**config.mk**
```make
export PLATFORM = sky130hd
export DESIGN_NAME = round_robin_scheduler_core
export DESIGN_NICKNAME = d
export VERILOG_FILES = /design/src/sv/rrs_pkg.sv /design/src/sv/round_robin_scheduler_core.sv /design/src/sv/rrs_ram.sv /design/src/sv/rrs_ctrl.sv /design/src/sv/rrs_dp.sv
export VERILOG_INCLUDE_DIRS = /design/src /design/src/sv
export SDC_FILE = /design/constraint.sdc
export NUM_CORES = 1
export LEC_CHECK = 0
export BUFFER_PORTS_ARGS = -buffer_cell sky130_fd_sc_hd__clkbuf_2
export CAP_MARGIN = 20
export CORE_ASPECT_RATIO = 0.9
export CORE_MARGIN = 2
export CORE_UTILIZATION = 35
export CTS_CLUSTER_SIZE = 30
export DETAILED_ROUTE_END_ITERATION = 10
export GPL_ROUTABILITY_DRIVEN = 0
export GPL_TIMING_DRIVEN = 1
export PLACE_DENSITY_LB_ADDON = 0.2
export SLEW_MARGIN = 30
export SYNTH_ARGS = -nofsm -noshare
export SYNTH_HDL_FRONTEND = slang
export SYNTH_SLANG_ARGS = --single-unit
```
**constraint.sdc**
```tcl
create_clock -name clk -period 4.84 [get_ports clk]
set_clock_uncertainty 0.05 [all_clocks]
set_input_delay 0.242 -clock clk [delete_from_list [all_inputs] [get_ports clk]]
set_output_delay 0.242 -clock clk [all_outputs]
set_load 0.05 [all_outputs]
```
**src/sv/round_robin_scheduler_core_macros.svh**
```systemverilog
// Assertion macros for the round-robin scheduler core.
// Included by files that carry concurrent checks; depends on nothing else.
`ifndef ROUND_ROBIN_SCHEDULER_CORE_MACROS_SVH
`define ROUND_ROBIN_SCHEDULER_CORE_MACROS_SVH

// Same-cycle implication, disabled during reset.
`define RRS_ASSERT_NOW(label, clk, rst, ante, cons, msg) \
  label: assert property (@(posedge clk) disable iff (rst) (ante) |-> (cons)) \
    else $error(msg);

// Next-cycle implication, disabled during reset.
`define RRS_ASSERT_NEXT(label, clk, rst, ante, cons, msg) \
  label: assert property (@(posedge clk) disable iff (rst) (ante) |=> (cons)) \
    else $error(msg);

`endif

```
**src/sv/rrs_pkg.sv**
```systemverilog
// Shared types and constants of the round-robin scheduler core.
// Used by the controller, the datapath and the top level; no dependencies.
`default_nettype none

package rrs_pkg;

  localparam int IDX_W = 4;
  localparam int TQ_W  = 16;
  localparam logic [TQ_W-1:0] TQ_RESET = 16'd4;

  localparam logic REQ_ARRIVAL = 1'b0;
  localparam logic REQ_TICK    = 1'b1;

  typedef enum logic [2:0] {
    ST_IDLE,
    ST_DECIDE,
    ST_FETCH,
    ST_LOOK,
    ST_EMIT
  } state_t;

  typedef struct packed {
    logic load;    // latch the incoming item
    logic push;    // append the latched arrival at the tail
    logic rotate;  // pop the head, re-append it unless done, reload countdown
    logic emit;    // load the result register
  } cmd_t;

  typedef struct packed {
    logic is_tick;
    logic full;
    logic rotate_due;
    logic out_free;
  } status_t;

endpackage

`default_nettype wire

```
**src/sv/round_robin_scheduler_core.sv**
```systemverilog
// Channel   Dir  Handshake          Payload
// s_        in   s_tvalid/s_tready  tuser: req_type; tdata: arrival_index, head_done
// m_        out  m_tvalid/m_tready  tuser: sched_valid, arrival_dropped; tdata: sched_index
// cfg_      in   cfg_we             cfg_wdata: time_quantum
//
// One item at a time. An accepted arrival passes IDLE and DECIDE; a dropped arrival
// adds EMIT, a tick LOOK and EMIT, and a rotating head FETCH before LOOK; the extra
// states come from the registered read port of the ring RAM, read once for the old
// head and once for the new one. Reset is synchronous: ring empty, head 0, time_quantum
// and the countdown 4. A result waits in the output register while m_tready is low;
// the next item is accepted meanwhile and stalls only when it has a result.
//
// Top level of the round-robin scheduler core. Depends on rrs_pkg, rrs_ctrl,
// rrs_dp (with rrs_ram) and round_robin_scheduler_core_macros.svh.
`default_nettype none
`include "round_robin_scheduler_core_macros.svh"

module round_robin_scheduler_core
  import rrs_pkg::*;
#(
  parameter int MAX_PROCS = 16
) (
  input  wire logic             clk,
  input  wire logic             rst,
  // configuration
  input  wire logic             cfg_we,
  input  wire logic [TQ_W-1:0]  cfg_wdata,   // time_quantum
  // items in
  input  wire logic             s_tvalid,
  output logic                  s_tready,
  input  wire logic [7:0]       s_tdata,     // [3:0] arrival_index, [4] head_done, [7:5] zero
  input  wire logic             s_tuser,     // [0] req_type
  // results out
  output logic                  m_tvalid,
  input  wire logic             m_tready,
  output logic      [7:0]       m_tdata,     // [3:0] sched_index, [7:4] zero
  output logic      [1:0]       m_tuser      // [0] sched_valid, [1] arrival_dropped
);

  cmd_t             cmd;
  status_t          status;
  logic             sched_valid;
  logic [IDX_W-1:0] sched_index;
  logic             arrival_dropped;

  // Sequencer: accept, decide, fetch/rotate, look up the head, emit.
  rrs_ctrl u_ctrl (
    .clk      (clk),
    .rst      (rst),
    .s_tvalid (s_tvalid),
    .s_tready (s_tready),
    .status   (status),
    .cmd      (cmd)
  );

  // Ring storage, pointers, quantum countdown and output register.
  rrs_dp #(
    .MAX_PROCS (MAX_PROCS)
  ) u_dp (
    .clk                 (clk),
    .rst                 (rst),
    .cmd                 (cmd),
    .status              (status),
    .in_req_type         (s_tuser),
    .in_arrival_index    (s_tdata[IDX_W-1:0]),
    .in_head_done        (s_tdata[IDX_W]),
    .cfg_we              (cfg_we),
    .cfg_wdata           (cfg_wdata),
    .m_tvalid            (m_tvalid),
    .m_tready            (m_tready),
    .out_sched_valid     (sched_valid),
    .out_sched_index     (sched_index),
    .out_arrival_dropped (arrival_dropped)
  );

  // Pack the result fields; pad tdata with zeros.
  assign m_tdata = {{(8 - IDX_W){1'b0}}, sched_index};
  assign m_tuser = {arrival_dropped, sched_valid};

  // Hold off new items until the one in flight has finished.
  `RRS_ASSERT_NEXT(a_one_in_flight, clk, rst, s_tvalid && s_tready, !s_tready, "second item accepted while busy")

  // Never append to a full ring.
  `RRS_ASSERT_NOW(a_no_push_full, clk, rst, cmd.push, !status.full, "push into full ring")

  // A drop report never names a scheduled process.
  `RRS_ASSERT_NOW(a_drop_idle, clk, rst, m_tvalid && m_tuser[1], !m_tuser[0] && (m_tdata == 8'd0), "drop result carries a schedule")

endmodule

`default_nettype wire

```
**src/sv/rrs_ram.sv**
```systemverilog
// Generic single-write, single-read RAM with registered read data.
// No dependencies.
`default_nettype none

module rrs_ram #(
  parameter int WIDTH = 4,
  parameter int DEPTH = 16
) (
  input  wire logic                     clk,
  input  wire logic                     we,
  input  wire logic [$clog2(DEPTH)-1:0] waddr,
  input  wire logic [WIDTH-1:0]         wdata,
  input  wire logic [$clog2(DEPTH)-1:0] raddr,
  output logic      [WIDTH-1:0]         rdata
);

  logic [WIDTH-1:0] mem [DEPTH];

  always_ff @(posedge clk) begin
    if (we) begin
      mem[waddr] <= wdata;
    end
    rdata <= mem[raddr];
  end

endmodule

`default_nettype wire

```
**src/sv/rrs_ctrl.sv**
```systemverilog
// Controller state machine of the round-robin scheduler core.
// Depends on rrs_pkg; drives commands to rrs_dp from its status.
`default_nettype none

module rrs_ctrl
  import rrs_pkg::*;
(
  input  wire logic    clk,
  input  wire logic    rst,
  input  wire logic    s_tvalid,
  output logic         s_tready,
  input  wire status_t status,
  output cmd_t         cmd
);

  state_t state;
  state_t state_next;

  always_ff @(posedge clk) begin
    if (rst) begin
      state <= ST_IDLE;
    end else begin
      state <= state_next;
    end
  end

  always_comb begin
    state_next = state;
    cmd        = '0;
    s_tready   = 1'b0;
    case (state)
      ST_IDLE: begin
        s_tready = 1'b1;
        if (s_tvalid) begin
          cmd.load   = 1'b1;
          state_next = ST_DECIDE;
        end
      end
      ST_DECIDE: begin
        if (!status.is_tick) begin
          if (status.full) begin
            state_next = ST_EMIT;
          end else begin
            cmd.push   = 1'b1;
            state_next = ST_IDLE;
          end
        end else if (status.rotate_due) begin
          state_next = ST_FETCH;
        end else begin
          state_next = ST_LOOK;
        end
      end
      ST_FETCH: begin
        // head entry read data is valid now
        cmd.rotate = 1'b1;
        state_next = ST_LOOK;
      end
      ST_LOOK: begin
        // read of the (new) head is in flight
        state_next = ST_EMIT;
      end
      ST_EMIT: begin
        if (status.out_free) begin
          cmd.emit   = 1'b1;
          state_next = ST_IDLE;
        end
      end
      default: begin
        state_next = ST_IDLE;
      end
    endcase
  end

endmodule

`default_nettype wire

```
**src/sv/rrs_dp.sv**
```systemverilog
// Datapath of the round-robin scheduler core: ring RAM, pointers, countdown
// and result register. Depends on rrs_pkg and rrs_ram; driven by rrs_ctrl.
`default_nettype none

module rrs_dp
  import rrs_pkg::*;
#(
  parameter int MAX_PROCS = 16
) (
  input  wire logic             clk,
  input  wire logic             rst,
  input  wire cmd_t             cmd,
  output status_t               status,
  input  wire logic             in_req_type,
  input  wire logic [IDX_W-1:0] in_arrival_index,
  input  wire logic             in_head_done,
  input  wire logic             cfg_we,
  input  wire logic [TQ_W-1:0]  cfg_wdata,
  output logic                  m_tvalid,
  input  wire logic             m_tready,
  output logic                  out_sched_valid,
  output logic      [IDX_W-1:0] out_sched_index,
  output logic                  out_arrival_dropped
);

  localparam int PW = $clog2(MAX_PROCS);
  localparam int CW = $clog2(MAX_PROCS + 1);

  logic             req_q;
  logic [IDX_W-1:0] idx_q;
  logic             done_q;
  logic [PW-1:0]    head;
  logic [CW-1:0]    count;
  logic [TQ_W-1:0]  quantum_left;
  logic [TQ_W-1:0]  time_quantum;

  logic [CW:0]      tail_sum;
  logic [CW:0]      tail_wrap;
  logic [PW-1:0]    tail_pos;
  logic [PW-1:0]    head_inc;
  logic             ram_we;
  logic [IDX_W-1:0] ram_wdata;
  logic [IDX_W-1:0] ram_rdata;
  logic             out_free;

  // Tail slot = (head + count) mod depth; the sum stays below twice the depth.
  always_comb begin
    tail_sum  = (CW+1)'(head) + (CW+1)'(count);
    tail_wrap = tail_sum - (CW+1)'(MAX_PROCS);
    if (tail_sum >= (CW+1)'(MAX_PROCS)) begin
      tail_pos = tail_wrap[PW-1:0];
    end else begin
      tail_pos = tail_sum[PW-1:0];
    end
    head_inc = (head == PW'(MAX_PROCS - 1)) ? '0 : head + PW'(1);
  end

  assign ram_we    = cmd.push | (cmd.rotate & ~done_q);
  assign ram_wdata = cmd.push ? idx_q : ram_rdata;

  rrs_ram #(
    .WIDTH (IDX_W),
    .DEPTH (MAX_PROCS)
  ) u_ring (
    .clk   (clk),
    .we    (ram_we),
    .waddr (tail_pos),
    .wdata (ram_wdata),
    .raddr (head),
    .rdata (ram_rdata)
  );

  assign out_free = ~m_tvalid | m_tready;

  always_comb begin
    status.is_tick    = (req_q == REQ_TICK);
    status.full       = (count == CW'(MAX_PROCS));
    status.rotate_due = (count != '0) && ((quantum_left == '0) || done_q);
    status.out_free   = out_free;
  end

  // Latched item
  always_ff @(posedge clk) begin
    if (cmd.load) begin
      req_q  <= in_req_type;
      idx_q  <= in_arrival_index;
      done_q <= in_head_done;
    end
  end

  // Ring pointers, countdown and quantum register
  always_ff @(posedge clk) begin
    if (rst) begin
      head         <= '0;
      count        <= '0;
      time_quantum <= TQ_RESET;
      quantum_left <= TQ_RESET;
    end else begin
      if (cfg_we) begin
        time_quantum <= cfg_wdata;
      end
      if (cmd.push) begin
        count <= count + CW'(1);
      end else if (cmd.rotate) begin
        head         <= head_inc;
        quantum_left <= time_quantum;
        if (done_q) begin
          count <= count - CW'(1);
        end
      end else if (cmd.emit && req_q == REQ_TICK) begin
        if (count == '0) begin
          quantum_left <= '0;
        end else if (quantum_left != '0) begin
          quantum_left <= quantum_left - TQ_W'(1);
        end
      end
    end
  end

  // Result register
  always_ff @(posedge clk) begin
    if (rst) begin
      m_tvalid <= 1'b0;
    end else if (cmd.emit) begin
      m_tvalid <= 1'b1;
    end else if (m_tready) begin
      m_tvalid <= 1'b0;
    end
  end

  always_ff @(posedge clk) begin
    if (cmd.emit) begin
      if (req_q == REQ_TICK && count != '0) begin
        out_sched_valid <= 1'b1;
        out_sched_index <= ram_rdata;
      end else begin
        out_sched_valid <= 1'b0;
        out_sched_index <= '0;
      end
      out_arrival_dropped <= (req_q == REQ_ARRIVAL);
    end
  end

endmodule

`default_nettype wire

```
==> impl_summary.md <==
STA
Setup violations remaining at the end of the flow were counted as 0. For this run, the top clock speed supported by timing is 317 MHz. The number of failing hold endpoints at the final stage came to 0. The slew of the pin with the lowest slew margin is 880 ps. The part of the cycle the worst path needs is 0.652. The max-slew violation count is 0.

The worst path setup slack after routing is 1690 ps. Setup total negative slack on the finished layout was measured at 0 ps. The worst slew margin relative to its limit is 0.408.

Setup repair after global routing left no endpoint under its margin. After layout, the minimum clock period comes to 3150 ps.

Placed design
Input and output buffers added on the ports amount to 34. The worst slack after detailed placement is 1730 ps. Detailed placement ended at an HPWL of 7880 µm. The standard cell area after detailed placement is 5880 µm².

Layout
The area growth from synthesis to layout is 18.5%. The number of nets in the layout is 532. The finished cells cover 6580 µm². In the final layout, the share of cells above drive strength 1 is 0.185. The final antenna diode count is 0.

Floorplanning
During I/O placement, the number of pins put on the boundary was 42. The floorplan step set the die width to 137 µm. The height of the chip is 123 µm.

The starting density of the core is 0.359. The floorplan has 43 rows. The die covers 16900 µm².

The core region is 15400 µm².

Detailed routing
Across all layers, the routed design uses 3746 vias. The per-cell via count in the routed design is 5.28. After detailed routing, the number of remaining DRC violations is 0. The violation count after the first detailed-route iteration is 327. The total routed wirelength is 12000 µm.

The routed length per placed instance is 16.9 µm. The count of nets left with antenna violations once routing finished came out at 0. The first-pass iteration count of the detailed router is 5.

Setup path
The arrival time of the worst setup path is 3460 ps. The sort of element at the start of the critical path is a flop. The required time of the critical path is 5140 ps. The critical path start-end classification is flop to flop. The biggest fanout along the worst timing path is 12. The kind of end point of the critical path is a flop.

Synthesis
The post-synthesis cell count is 454. Yosys printed 0 warnings. The count of state elements after synthesis is 125. The number of enable-type register cells in the synthesized netlist is 76. The sequential-to-total area share from yosys stat is 0.588. The most common flop cell mapped by yosys is sky130_fd_sc_hd__edfxtp_1. Yosys attributes the largest share of cell area to sky130_fd_sc_hd__edfxtp_1, sky130_fd_sc_hd__dfxtp_1, sky130_fd_sc_hd__mux4_2, sky130_fd_sc_hd__nor2_1, sky130_fd_sc_hd__nand2_1. The average instance area after synthesis is 12.2 µm². The cell area after synthesis is 5550 µm². Of all flip-flops after synthesis, the portion carrying an async set or reset was 0. The area share of the largest cell type after synthesis is 0.411. The cell taking the most area after synthesis is sky130_fd_sc_hd__edfxtp_1. The netlist uses 58 different library cells.

Pwr
The relative contribution of sequential cells to total power is 0.438. The power share of the clock group is 0.437. Of the total power, combinational logic draws 0.125.

The maximum vdd drop is 0.268 mV. The internal power contribution is 2.13 mW. The switching portion of total power is 0.248. In this run the power density over the cells is 430 nW/µm². The static leakage is 2.39 nW.

The net switching power of the design is 0.703 mW.

GRT
For this run, the total global-route usage over all layers was measured as 0.155. Summed over all layers, the global routing overflow is 0. Entering global routing, the biggest net connects 36 pins. The first global-routing pass estimated 19400 µm of wire. The number of antenna violations at the first check in global routing is 0. The via count of the first global-routing pass is 3633.

Clocking
The post-cts hold buffer count is 11. Counting the buffers created by CTS gives 17. The cell chosen for the clock root is sky130_fd_sc_hd__clkbuf_16. The clock-pin slew on the worst setup and hold paths is 60 ps. The clock insertion delay at the later pin of the skew report is 410 ps. The H-tree was split into 4 levels. The number of buffers inserted by post-CTS setup repair is 0. The number of gates resized after CTS is 0.

The worst-case clock buffer depth is 2. TritonCTS built the clock tree. The clock net in this run drives a total of 125 sinks.

Hold path
The worst hold path belongs to the class input port to flop.

Job
The tool flagged a number of max-cap violations equal to 0.

Status
The run finished with clean final reports.
-- worst max-delay path: stages (launching register included) --
cell	delay (ps)
sky130_fd_sc_hd__edfxtp_1	500
sky130_fd_sc_hd__or4b_2	670
sky130_fd_sc_hd__a21oi_2	280
sky130_fd_sc_hd__inv_1	250
sky130_fd_sc_hd__nor2_1	130
sky130_fd_sc_hd__a21oi_1	60
sky130_fd_sc_hd__ha_1	240
sky130_fd_sc_hd__a31oi_1	170
sky130_fd_sc_hd__nor2_1	80
sky130_fd_sc_hd__or4_1	540
sky130_fd_sc_hd__nand4_1	100
-- final timing paths --
path                          from                    end  slack [ps]  depth (start not counted)
max                     u_dp.req_q          u_dp.count[4]        1690                         10
min                  cfg_wdata[15]  u_dp.time_quantum[15]          20                          3
max reg2reg             u_dp.req_q          u_dp.count[4]        1690                         10
min reg2reg  u_dp.quantum_left[12]  u_dp.quantum_left[12]         420                          2
-- per-stage QoR --
step | power, mW | hold WS (ps) | util | cells
2_1_floorplan | 1.50 | 291 | - | 457
3_3_place_gp | 1.60 | 373 | 0.380 | 666
3_5_place_dp | 1.60 | 374 | 0.381 | 666
4_1_cts | 2.86 | 0.788 | 0.426 | 709
5_1_grt | 2.96 | 6.34 | 0.426 | 709
6_report | 2.83 | 15.9 | 0.426 | 709
-- cells in the final DEF (no fill, tap or decap), types with 10 or more instances in the layout --
cell,count
sky130_fd_sc_hd__a21oi_1,16
sky130_fd_sc_hd__nor3_1,11
sky130_fd_sc_hd__dlygate4sd3_1,11
sky130_fd_sc_hd__nor2_1,50
sky130_fd_sc_hd__clkbuf_2,34
sky130_fd_sc_hd__nand2_1,44
sky130_fd_sc_hd__mux4_2,20
sky130_fd_sc_hd__o21ai_0,13
sky130_fd_sc_hd__clkbuf_16,19
sky130_fd_sc_hd__mux2i_1,16
sky130_fd_sc_hd__dfxtp_1,49
sky130_fd_sc_hd__edfxtp_1,76
sky130_fd_sc_hd__nand3_1,10
-- layout make-up --
type	count	area, µm²
timing repair buffer	49	310
tap	202	253
clock buffer	27	536
multi-input combinational	292	2130
sequential	125	3260
clock inverter	5	51.3
fill	1426	8860
inverter	9	33.8
-- synthesized netlist by cell type, types with 4 or more instances --
| cell | instances |
|---|---|
| sky130_fd_sc_hd__or4_1 | 6 |
| sky130_fd_sc_hd__nand2_1 | 44 |
| sky130_fd_sc_hd__o31ai_1 | 4 |
| sky130_fd_sc_hd__xor2_1 | 9 |
| sky130_fd_sc_hd__nand3_1 | 10 |
| sky130_fd_sc_hd__a31oi_1 | 9 |
| sky130_fd_sc_hd__edfxtp_1 | 76 |
| sky130_fd_sc_hd__xnor2_1 | 7 |
| sky130_fd_sc_hd__nor2_1 | 50 |
| sky130_fd_sc_hd__mux4_2 | 20 |
| sky130_fd_sc_hd__mux2i_1 | 16 |
| sky130_fd_sc_hd__o21ai_0 | 13 |
| sky130_fd_sc_hd__nor3_1 | 11 |
| sky130_fd_sc_hd__dfxtp_1 | 49 |
| sky130_fd_sc_hd__clkbuf_1 | 19 |
| sky130_fd_sc_hd__ha_1 | 7 |
| sky130_fd_sc_hd__nor4_1 | 7 |
| sky130_fd_sc_hd__o211a_1 | 4 |
| sky130_fd_sc_hd__and3_1 | 5 |
| sky130_fd_sc_hd__inv_1 | 9 |
| sky130_fd_sc_hd__a21oi_1 | 16 |
| sky130_fd_sc_hd__buf_4 | 8 |
| sky130_fd_sc_hd__or3_1 | 4 |
-- registers in the layout (all words and copies together), names as in the netlist --
| register | flops |
|---|---|
| u_dp.u_ring.mem | 64 |
| u_dp.done_q | 1 |
| u_dp.idx_q | 4 |
| u_dp.quantum_left | 16 |
| u_dp.out_sched_index | 4 |
| u_dp.count | 5 |
| u_dp.time_quantum | 16 |
| u_dp.out_arrival_dropped | 1 |
| u_dp.m_tvalid | 1 |
| u_ctrl.state | 3 |
| u_dp.head | 4 |
| u_dp.req_q | 1 |
| u_dp.out_sched_valid | 1 |
| u_dp.u_ring.rdata | 4 |
-- routing by layer --
| layer | track usage | up-vias | share of wire |
|---|---|---|---|
| li1 | - | 1791 | - |
| met1 | 0.217 | 1845 | 0.50 |
| met2 | 0.227 | 96 | 0.44 |
| met3 | 0.0443 | 14 | 0.048 |
| met4 | 0.0592 | 0 | 0.015 |
| met5 | 0 | - | 0 |
-- power by group through the flow --
stage / Combinational (mW) / Clock (mW) / Sequential (mW)
after floorplan: 0.256 / 0 / 1.25
after global placement: 0.339 / 0 / 1.26
after detailed placement: 0.345 / 0 / 1.26
after CTS: 0.354 / 1.27 / 1.24
after global routing: 0.396 / 1.31 / 1.25
final: 0.354 / 1.24 / 1.24
-- logic make-up after synthesis --
logic type      synth area share
simple gates               0.139
xor+xnor                  0.0252
compound gates            0.0848
flops                      0.588
other cells             0.000676
fa+ha+maj                 0.0194
buf+inv                   0.0331
mux                        0.110
Power figures use the tool's default switching activity.
